### src/hw/rtl/pfe_pkg.sv
// Types, constants and small helper functions for the playfair encryptor.
// Depends on nothing; used by every module of the block.
package pfe_pkg;

   // square geometry
   localparam int SQUARE_SIDE  = 5;
   localparam int SQUARE_CELLS = SQUARE_SIDE * SQUARE_SIDE;
   localparam int ALPHABET     = 26;
   localparam int ROW_W        = $clog2(SQUARE_SIDE);
   localparam int CELL_W       = $clog2(SQUARE_CELLS);

   // letter codes
   localparam logic [4:0] CODE_I     = 5'd8;
   localparam logic [4:0] CODE_J     = 5'd9;
   localparam logic [4:0] CODE_X     = 5'd23;
   localparam logic [4:0] CODE_SPACE = 5'd26;
   localparam logic [4:0] LAST_CODE  = 5'(ALPHABET - 1);

   // command codes
   localparam logic [2:0] CMD_CLEAR  = 3'd0;
   localparam logic [2:0] CMD_KEY    = 3'd1;
   localparam logic [2:0] CMD_FINISH = 3'd2;
   localparam logic [2:0] CMD_TEXT   = 3'd3;
   localparam logic [2:0] CMD_END    = 3'd4;

   // rule codes
   localparam logic [1:0] RULE_ROW    = 2'd0;
   localparam logic [1:0] RULE_COLUMN = 2'd1;
   localparam logic [1:0] RULE_RECT   = 2'd2;

   typedef struct packed {
      logic [2:0] command;
      logic [4:0] letter;
   } pfe_req_type;

   typedef struct packed {
      logic [4:0] cipher_letter;
      logic [1:0] rule_used;
      logic       last_of_pair;
   } pfe_rsp_type;

   // controller to datapath
   typedef struct packed {
      logic accept;
      logic fill_step;
      logic look;
      logic calc;
      logic load_first;
      logic load_second;
   } pfe_cmd_type;

   // datapath to controller
   typedef struct packed {
      logic walk_start;
      logic pair_start;
      logic walk_last;
   } pfe_status_type;

   // row of a cell index, by compare chain
   function automatic logic [ROW_W-1:0] row_of(input logic [CELL_W-1:0] p);
      logic [ROW_W-1:0] r;
      r = '0;
      for (int k = 1; k < SQUARE_SIDE; k++) begin
         if (p >= CELL_W'(k * SQUARE_SIDE)) r = ROW_W'(k);
      end
      return r;
   endfunction

   // column of a cell index
   function automatic logic [ROW_W-1:0] col_of(input logic [CELL_W-1:0] p);
      return ROW_W'(int'(p) - int'(row_of(p)) * SQUARE_SIDE);
   endfunction

   // next row or column with wrap
   function automatic logic [ROW_W-1:0] wrap_inc(input logic [ROW_W-1:0] x);
      return (x == ROW_W'(SQUARE_SIDE - 1)) ? '0 : ROW_W'(x + 1'b1);
   endfunction

   // cell index of a row and column
   function automatic logic [CELL_W-1:0] cell_at(input logic [ROW_W-1:0] r,
                                                 input logic [ROW_W-1:0] c);
      return CELL_W'(int'(r) * SQUARE_SIDE + int'(c));
   endfunction

endpackage

### src/hw/rtl/pfe_ctrl.sv
// Controller state machine of the playfair encryptor.
// Depends on pfe_pkg; drives the datapath commands and both handshakes.
module pfe_ctrl (
   input  logic                    clock,
   input  logic                    reset,
   input  logic                    req_valid,
   output logic                    req_ready,
   output logic                    rsp_valid,
   input  logic                    rsp_ready,
   input  pfe_pkg::pfe_status_type status,
   output pfe_pkg::pfe_cmd_type    cmd
);
   import pfe_pkg::*;

   typedef enum logic [2:0] {
      ST_IDLE,
      ST_FILL,
      ST_LOOK,
      ST_CALC,
      ST_SEND_FIRST,
      ST_SEND_SECOND
   } state_type;

   state_type state_ff;
   logic      req_ready_ff;
   logic      rsp_valid_ff;
   logic      accept;
   logic      out_free;

   assign accept   = req_valid && req_ready_ff;
   assign out_free = !rsp_valid_ff || rsp_ready;

   // datapath commands
   always_comb begin
      cmd             = '0;
      cmd.accept      = accept;
      cmd.fill_step   = (state_ff == ST_FILL);
      cmd.look        = (state_ff == ST_LOOK);
      cmd.calc        = (state_ff == ST_CALC);
      cmd.load_first  = (state_ff == ST_SEND_FIRST) && out_free;
      cmd.load_second = (state_ff == ST_SEND_SECOND) && out_free;
   end

   // state and registered handshake outputs
   always_ff @(posedge clock) begin
      if (reset) begin
         state_ff     <= ST_IDLE;
         req_ready_ff <= 1'b1;
         rsp_valid_ff <= 1'b0;
      end else begin
         if (cmd.load_first || cmd.load_second) begin
            rsp_valid_ff <= 1'b1;
         end else if (rsp_ready) begin
            rsp_valid_ff <= 1'b0;
         end
         case (state_ff)
            ST_IDLE: begin
               if (accept && status.walk_start) begin
                  state_ff     <= ST_FILL;
                  req_ready_ff <= 1'b0;
               end else if (accept && status.pair_start) begin
                  state_ff     <= ST_LOOK;
                  req_ready_ff <= 1'b0;
               end
            end
            ST_FILL: begin
               if (status.walk_last) begin
                  state_ff     <= ST_IDLE;
                  req_ready_ff <= 1'b1;
               end
            end
            ST_LOOK: begin
               state_ff <= ST_CALC;
            end
            ST_CALC: begin
               state_ff <= ST_SEND_FIRST;
            end
            ST_SEND_FIRST: begin
               if (out_free) state_ff <= ST_SEND_SECOND;
            end
            ST_SEND_SECOND: begin
               if (out_free) begin
                  state_ff     <= ST_IDLE;
                  req_ready_ff <= 1'b1;
               end
            end
            default: begin
               state_ff     <= ST_IDLE;
               req_ready_ff <= 1'b1;
            end
         endcase
      end
   end

   assign req_ready = req_ready_ff;
   assign rsp_valid = rsp_valid_ff;

endmodule

### src/hw/rtl/pfe_datapath.sv
// Datapath of the playfair encryptor: key square and position memories,
// placed marks, pending letter, pair lookup and the output register.
// Depends on pfe_pkg; steered by pfe_ctrl.
module pfe_datapath (
   input  logic                    clock,
   input  logic                    reset,
   input  pfe_pkg::pfe_req_type    req_data,
   input  pfe_pkg::pfe_cmd_type    cmd,
   output pfe_pkg::pfe_status_type status,
   output pfe_pkg::pfe_rsp_type    rsp_data
);
   import pfe_pkg::*;

   // memories, contents undefined until written
   logic [4:0]        square_mem [SQUARE_CELLS];
   logic [CELL_W-1:0] pos_mem    [ALPHABET];

   logic [ALPHABET-1:0] placed_ff;
   logic [CELL_W:0]     fill_ff;
   logic [4:0]          pend_ff;
   logic                pend_valid_ff;
   logic [4:0]          walk_ff;
   logic [4:0]          pair_a_ff;
   logic [4:0]          pair_b_ff;
   logic [CELL_W-1:0]   pos_a_ff;
   logic [CELL_W-1:0]   pos_b_ff;
   logic [4:0]          ciph_a_ff;
   logic [4:0]          ciph_b_ff;
   logic [1:0]          rule_ff;
   pfe_rsp_type         rsp_ff;

   logic [4:0]        text_letter;
   logic              text_ok;
   logic              is_clear;
   logic              is_text;
   logic              is_end;
   logic [4:0]        place_letter;
   logic              place_req;
   logic              place_en;
   logic [CELL_W-1:0] fill_addr;
   logic [CELL_W-1:0] cell_a;
   logic [CELL_W-1:0] cell_b;
   logic [ROW_W-1:0]  row_a;
   logic [ROW_W-1:0]  row_b;
   logic [ROW_W-1:0]  col_a;
   logic [ROW_W-1:0]  col_b;
   logic [CELL_W-1:0] out_a;
   logic [CELL_W-1:0] out_b;
   logic [1:0]        rule;

   // input decode
   always_comb begin
      if (req_data.letter == CODE_SPACE) begin
         text_letter = CODE_X;
      end else if (req_data.letter == CODE_J) begin
         text_letter = CODE_I;
      end else begin
         text_letter = req_data.letter;
      end
      text_ok  = (req_data.letter <= CODE_SPACE);
      is_clear = cmd.accept && (req_data.command == CMD_CLEAR);
      is_text  = cmd.accept && (req_data.command == CMD_TEXT) && text_ok;
      is_end   = cmd.accept && (req_data.command == CMD_END);
   end

   always_comb begin
      status            = '0;
      status.walk_start = cmd.accept && (req_data.command == CMD_FINISH);
      status.pair_start = (is_text || is_end) && pend_valid_ff;
      status.walk_last  = (walk_ff == LAST_CODE);
   end

   // placement of a key letter or of the walk letter
   always_comb begin
      if (cmd.fill_step) begin
         place_letter = walk_ff;
         place_req    = (walk_ff != CODE_J);
      end else begin
         place_letter = (req_data.letter == CODE_J) ? CODE_I : req_data.letter;
         place_req    = cmd.accept && (req_data.command == CMD_KEY) &&
                        (req_data.letter <= LAST_CODE);
      end
      place_en  = place_req && (fill_ff < (CELL_W+1)'(SQUARE_CELLS)) &&
                  !placed_ff[place_letter];
      fill_addr = fill_ff[CELL_W-1:0];
   end

   // key state, pending letter and walk counter
   always_ff @(posedge clock) begin
      if (reset) begin
         placed_ff     <= '0;
         fill_ff       <= '0;
         pend_ff       <= '0;
         pend_valid_ff <= 1'b0;
         walk_ff       <= '0;
      end else begin
         if (is_clear) begin
            placed_ff     <= '0;
            fill_ff       <= '0;
            pend_ff       <= '0;
            pend_valid_ff <= 1'b0;
         end else if (place_en) begin
            placed_ff[place_letter] <= 1'b1;
            fill_ff                 <= fill_ff + 1'b1;
         end
         if (is_text) begin
            if (!pend_valid_ff) begin
               pend_ff       <= text_letter;
               pend_valid_ff <= 1'b1;
            end else if (pend_ff != text_letter) begin
               pend_valid_ff <= 1'b0;
            end
         end
         if (is_end) pend_valid_ff <= 1'b0;
         if (status.walk_start) begin
            walk_ff <= '0;
         end else if (cmd.fill_step) begin
            walk_ff <= walk_ff + 1'b1;
         end
      end
   end

   // pair letters; a doubled letter pairs with x and stays pending
   always_ff @(posedge clock) begin
      if (status.pair_start) begin
         pair_a_ff <= pend_ff;
         if (is_text && (pend_ff != text_letter)) begin
            pair_b_ff <= text_letter;
         end else begin
            pair_b_ff <= CODE_X;
         end
      end
   end

   // cell arithmetic on the looked-up positions
   always_comb begin
      cell_a = (pos_a_ff < CELL_W'(SQUARE_CELLS)) ? pos_a_ff : '0;
      cell_b = (pos_b_ff < CELL_W'(SQUARE_CELLS)) ? pos_b_ff : '0;
      row_a  = row_of(cell_a);
      row_b  = row_of(cell_b);
      col_a  = col_of(cell_a);
      col_b  = col_of(cell_b);
      if (row_a == row_b) begin
         out_a = cell_at(row_a, wrap_inc(col_a));
         out_b = cell_at(row_b, wrap_inc(col_b));
         rule  = RULE_ROW;
      end else if (col_a == col_b) begin
         out_a = cell_at(wrap_inc(row_a), col_a);
         out_b = cell_at(wrap_inc(row_b), col_b);
         rule  = RULE_COLUMN;
      end else begin
         out_a = cell_at(row_a, col_b);
         out_b = cell_at(row_b, col_a);
         rule  = RULE_RECT;
      end
   end

   // memory writes and registered reads
   always_ff @(posedge clock) begin
      if (place_en) begin
         square_mem[fill_addr]  <= place_letter;
         pos_mem[place_letter]  <= fill_addr;
      end
      if (cmd.look) begin
         pos_a_ff <= pos_mem[pair_a_ff];
         pos_b_ff <= pos_mem[pair_b_ff];
      end
      if (cmd.calc) begin
         ciph_a_ff <= square_mem[out_a];
         ciph_b_ff <= square_mem[out_b];
         rule_ff   <= rule;
      end
   end

   // output beat register
   always_ff @(posedge clock) begin
      if (cmd.load_first) begin
         rsp_ff.cipher_letter <= ciph_a_ff;
         rsp_ff.rule_used     <= rule_ff;
         rsp_ff.last_of_pair  <= 1'b0;
      end else if (cmd.load_second) begin
         rsp_ff.cipher_letter <= ciph_b_ff;
         rsp_ff.rule_used     <= rule_ff;
         rsp_ff.last_of_pair  <= 1'b1;
      end
   end

   assign rsp_data = rsp_ff;

endmodule

### src/hw/rtl/playfair_encrypt.sv
// Playfair encryptor over a 5x5 key square. Command beats clear the square,
// add key letters (j folded into i, repeats dropped) and finish the key,
// which walks a..z once and places every unused letter, one letter a cycle.
// Plaintext beats (space read as x) are paired; a doubled letter pairs with
// x and stays pending, and end of message pads a lone letter with x. Each
// pair gives two result beats, the second flagged last_of_pair. Finish key
// runs the 26-letter walk through the single-write-port memories. A beat
// that closes a pair passes a registered position read, a registered square
// read, then two output beats through the output register. The output
// register lets a new item in while the last beat of a pair still waits to
// be taken.
// Depends on pfe_pkg, pfe_ctrl and pfe_datapath.
module playfair_encrypt (
   input  logic                 clock,
   input  logic                 reset,
   input  logic                 req_valid,
   output logic                 req_ready,
   input  pfe_pkg::pfe_req_type req_data,
   output logic                 rsp_valid,
   input  logic                 rsp_ready,
   output pfe_pkg::pfe_rsp_type rsp_data
);
   import pfe_pkg::*;

   pfe_cmd_type    cmd;
   pfe_status_type status;

   // control
   pfe_ctrl u_ctrl (
      .clock     (clock),
      .reset     (reset),
      .req_valid (req_valid),
      .req_ready (req_ready),
      .rsp_valid (rsp_valid),
      .rsp_ready (rsp_ready),
      .status    (status),
      .cmd       (cmd)
   );

   // storage and arithmetic
   pfe_datapath u_datapath (
      .clock    (clock),
      .reset    (reset),
      .req_data (req_data),
      .cmd      (cmd),
      .status   (status),
      .rsp_data (rsp_data)
   );

endmodule

### config.mk
export PLATFORM = sky130hd
export DESIGN_NAME = playfair_encrypt
export DESIGN_NICKNAME = d
export VERILOG_FILES = /design/src/hw/rtl/pfe_pkg.sv /design/src/hw/rtl/pfe_ctrl.sv /design/src/hw/rtl/pfe_datapath.sv /design/src/hw/rtl/playfair_encrypt.sv
export SDC_FILE = /design/constraint.sdc
export NUM_CORES = 1
export LEC_CHECK = 0
export ABC_CLOCK_PERIOD_IN_PS = 6110
export BUFFER_PORTS_ARGS = -buffer_cell sky130_fd_sc_hd__buf_2
export CAP_MARGIN = 20
export CORE_MARGIN = 4
export CORE_UTILIZATION = 64
export CTS_CLUSTER_DIAMETER = 150
export DETAILED_ROUTE_END_ITERATION = 16
export GPL_TIMING_DRIVEN = 0
export HOLD_SLACK_MARGIN = 0.05
export PLACE_DENSITY = 0.81
export SYNTH_ARGS = -nofsm -noshare
export SYNTH_HDL_FRONTEND = slang
export SYNTH_HIERARCHICAL = 1
export SYNTH_SLANG_ARGS = --single-unit
### constraint.sdc
create_clock -name clock -period 6.11 [get_ports clock]
set_clock_uncertainty 0.05 [all_clocks]
set_input_delay 0.9165 -clock clock [delete_from_list [all_inputs] [get_ports clock]]
set_output_delay 0.9165 -clock clock [all_outputs]
set_load 0.01 [all_outputs]
==> metrics <==
outcome=complete, no violations; Reg2Reg Setup Slack=130 ps; hold_ws=411.0 ps; Least-Margin Pin Slew=1202 ps; CP max FO=10; Peak VDD IR=250.3 uV; Critical Path Sink=u_datapath/ciph_b_ff[4]$_DFFE_PP_; crit path kind=flip-flop to flip-flop; Max-Cap Viols=0; layout overhead on the synthesized area=12.75%; crit path time final=5976 ps; fin crit share=97.81%; f_max=167.3 MHz; Routed WL per cell=25.30 um; setup_tns=0 ps; ratio of cells with drive above 1 in the final layout=19.60%; antenna violations before repair=0; reg2reg start=u_datapath/pos_b_ff[0]$_DFFE_PP_; DR vias/cell=6.684; max_slew headroom=19.24%; cell taking the most area after synthesis=edfxtp_1; Synth area leaders=edfxtp_1 (50%), mux4_2 (9.3%), dfxtp_1 (5.5%); clk sink count=343; Top FF cell, synth=edfxtp_1; final hold viol count=0; I/O pin count=22; Synth Warn #=6; number of remaining DRC errors=0; critical path, cell by cell=clkbuf_1, nor2_1, o21a_1, o22a_1, inv_1, ha_1, fa_1, or3_1, o311a_4, ha_1, ha_1, a21o_1, a21oi_1, xor2_1, xnor2_1, mux2i_1, o21ai_2, buf_4, and3b_1, a2111o_1, nor3_2; Setup crit start=u_datapath/pos_b_ff[0]$_DFFE_PP_; worst path required time=6340 ps; top cells by count, synth=edfxtp_1 (294), nand2_1 (181), nor2_1 (80), mux4_2 (74), mux2i_1 (68); share of the synthesized area in the top cell type=49.50%; Max stage delay on crit path=430 ps; cts hold-fix bufs=0; setup violators final=0; Detail Placement HPWL=32680 um; post-layout power=5.366 mW; Slew Viols, Final=0; CTS Buffer Depth=3; final wirelength=47370 um; share of the yosys chip area belonging to registers=55.00%; GP Congestion=0.9227; #FFs+latches synth=343; nets@finish=1536; cts bufs inserted=36; antenna cell count=0; CP Data Arrival Time=6210 ps; kind of start point of the critical path=flip-flop; Rows=60; storage element area=0.009809 sq mm; global route overflow=0; Worst R2R Path Depth=21; Iteration-0 DRC Markers=1561; Final Core Density=74.00%; top-count cell post-synth=edfxtp_1; Fillers=1742; Post-synth ARST share=0%; post-synth cell types=76; post-route cell area=0.02011 sq mm; most used cell along the critical path=ha_1; Die H=174.9 um; clk slew on worst S/H paths=60 ps; chip width=174.9 um; worst hold path class=flip-flop to flip-flop; Buf/Inv on CP=3; via count=12510; P_leak=6.937 nW; DRT Pass-1 Iters=6; Synth Area per Inst=12.76 sq um; CTS Root Cell=clkbuf_16; largest net degree at the start of global routing=35; Port Buffer Count=20; placed cell area=0.01850 sq mm; Core Region=0.02718 sq mm; number of global-route vias before repair=12400; WP depth=21; Starting Density=65.63%; RSZ-0062 raised after global routing=yes; PwrDens=266.8 mW/mm^2; Post-Syn Instances=1398; first-pass GRT wire length=71430 um; number of antenna-violating nets in the routed design=0; Worst R2R End=u_datapath/ciph_b_ff[4]$_DFFE_PP_; worst skew pair latency=530 ps; area of the multi-input gates=0.007828 sq mm; Die ar.=0.03060 sq mm; endpoint class of the critical path=flip-flop; Syn Nets=1461; All-Layer GR Usage=30.56%; H-tree level count=2; Worst path top cell family by delay=compound AO/OA/AOI/OAI gates; synthesized area=0.01783 sq mm; CTS tree=built; EDFF count, synth=294; Crit-path slowest cell=a2111o_1
[how the worst min path moves through the flow]
stage	from	to	cells after the start
floorplan	u_datapath/fill_ff[5]$_SDFFE_PP0P_	u_datapath/fill_ff[5]$_SDFFE_PP0P_	1
global placement	u_datapath/placed_ff[14]$_SDFFE_PP0P_	u_datapath/placed_ff[14]$_SDFFE_PP0P_	1
detailed placement	u_datapath/placed_ff[10]$_SDFFE_PP0P_	u_datapath/placed_ff[10]$_SDFFE_PP0P_	1
CTS	u_datapath/placed_ff[6]$_SDFFE_PP0P_	u_datapath/placed_ff[6]$_SDFFE_PP0P_	1
global route	u_datapath/placed_ff[0]$_SDFFE_PP0P_	u_datapath/placed_ff[0]$_SDFFE_PP0P_	1
finish	u_datapath/placed_ff[6]$_SDFFE_PP0P_	u_datapath/placed_ff[6]$_SDFFE_PP0P_	1
[registers in the layout (all words and copies together) (netlist names), 2 cells and up]
register and flops:
u_datapath/pos_mem 130, u_datapath/fill_ff 6, u_datapath/pair_a_ff 5, u_datapath/pend_ff 5, u_datapath/pair_b_ff 5, u_datapath/pos_a_ff 5
u_datapath/ciph_b_ff 5, u_datapath/pos_b_ff 5, u_datapath/placed_ff 26, u_datapath/rsp_data 8, u_datapath/square_mem 125, u_ctrl/state_ff 3
u_datapath/ciph_a_ff 5, u_datapath/rule_ff 2, u_datapath/walk_ff 5
[report_power, final]
| part | internal, mW | switching [mW] | total, mW |
|---|---|---|---|
| clock network | 1.28 | 0.884 | 2.16 |
| registers | 2.54 | 0.00446 | 2.54 |
| logic | 0.236 | 0.425 | 0.662 |
| total | 4.05 | 1.31 | 5.37 |
[area by class of cell]
type                       count  share of cell area, %
sequential                   343                  48.78
multi-input combinational    930                  38.92
clock buffer                  49                  4.978
tap                          372                  2.315
buffer                        82                  2.047
timing repair buffer          40                  1.369
clock inverter                16                 0.8400
inverter                      40                 0.7466
[cell families (layout without fill, tap and decap cells)]
group / Yosys count / after routing / synth area share [%]
AOI/OAI and AO/OA: 201 / 201 / 8.166
and+or+nand+nor: 480 / 480 / 13.43
DFF: 343 / 343 / 55.00
adders and majority gates: 51 / 51 / 3.915
buffers and inverters: 125 / 227 / 3.059
xor gates and xnor gates: 28 / 28 / 1.375
muxes: 170 / 170 / 15.06
[through the flow]
stage / worst slack (ps) / cells
final: 134.0 / 1872
after global routing: -37.02 / 1872
after CTS: 9.717 / 1861
after detailed placement: -640.9 / 1798
after global placement: -688.6 / 1790
after floorplan: 671.8 / 1398
[per-layer routing]
metal,global-route usage [%],vias up,routed length [um]
li1,-,5491,-
met1,38.91,6154,17530
met2,52.38,711,23560
met3,3.873,156,3480
met4,14.86,0,2794
met5,0,-,0
[cells in the final DEF (no fill, tap or decap), types with 14 or more instances in the layout]
cell       Yosys  layout
nand3_1       59      59
nand2_1      181     178
mux2_2        26      26
o21a_1        33      33
mux2i_1       68      68
dfxtp_1       49      49
mux4_2        74      74
nor2b_1       17      17
inv_1         38      38
edfxtp_1     294     294
ha_1          43      43
buf_4          8      15
xnor2_1       16      16
a21oi_1       48      48
buf_2         12      40
clkbuf_1      56      53
clkbuf_16      0      37
nor3_1        20      20
o21ai_0       17      14
nor2_1        80      79
[worst reg2reg max path, stage by stage (launching register included)]
cell and delay [ps]:
edfxtp_1 380, clkbuf_1 230, nor2_1 190, o21a_1 140, o22a_1 160, inv_1 120
ha_1 220, fa_1 410, or3_1 410, o311a_4 370, ha_1 340, ha_1 290
a21o_1 170, a21oi_1 170, xor2_1 220, xnor2_1 150, mux2i_1 110, o21ai_2 240
buf_4 300, and3b_1 280, a2111o_1 430, nor3_2 350
[what timing repair did]
item / CTS / global route
setup buffers: 0 / 4
pin swaps: 2 / 3
resized for setup: 27 / 48
endpoints found under the setup margin: 10 / 10
Note: power is estimated with default switching activity, not from simulation.
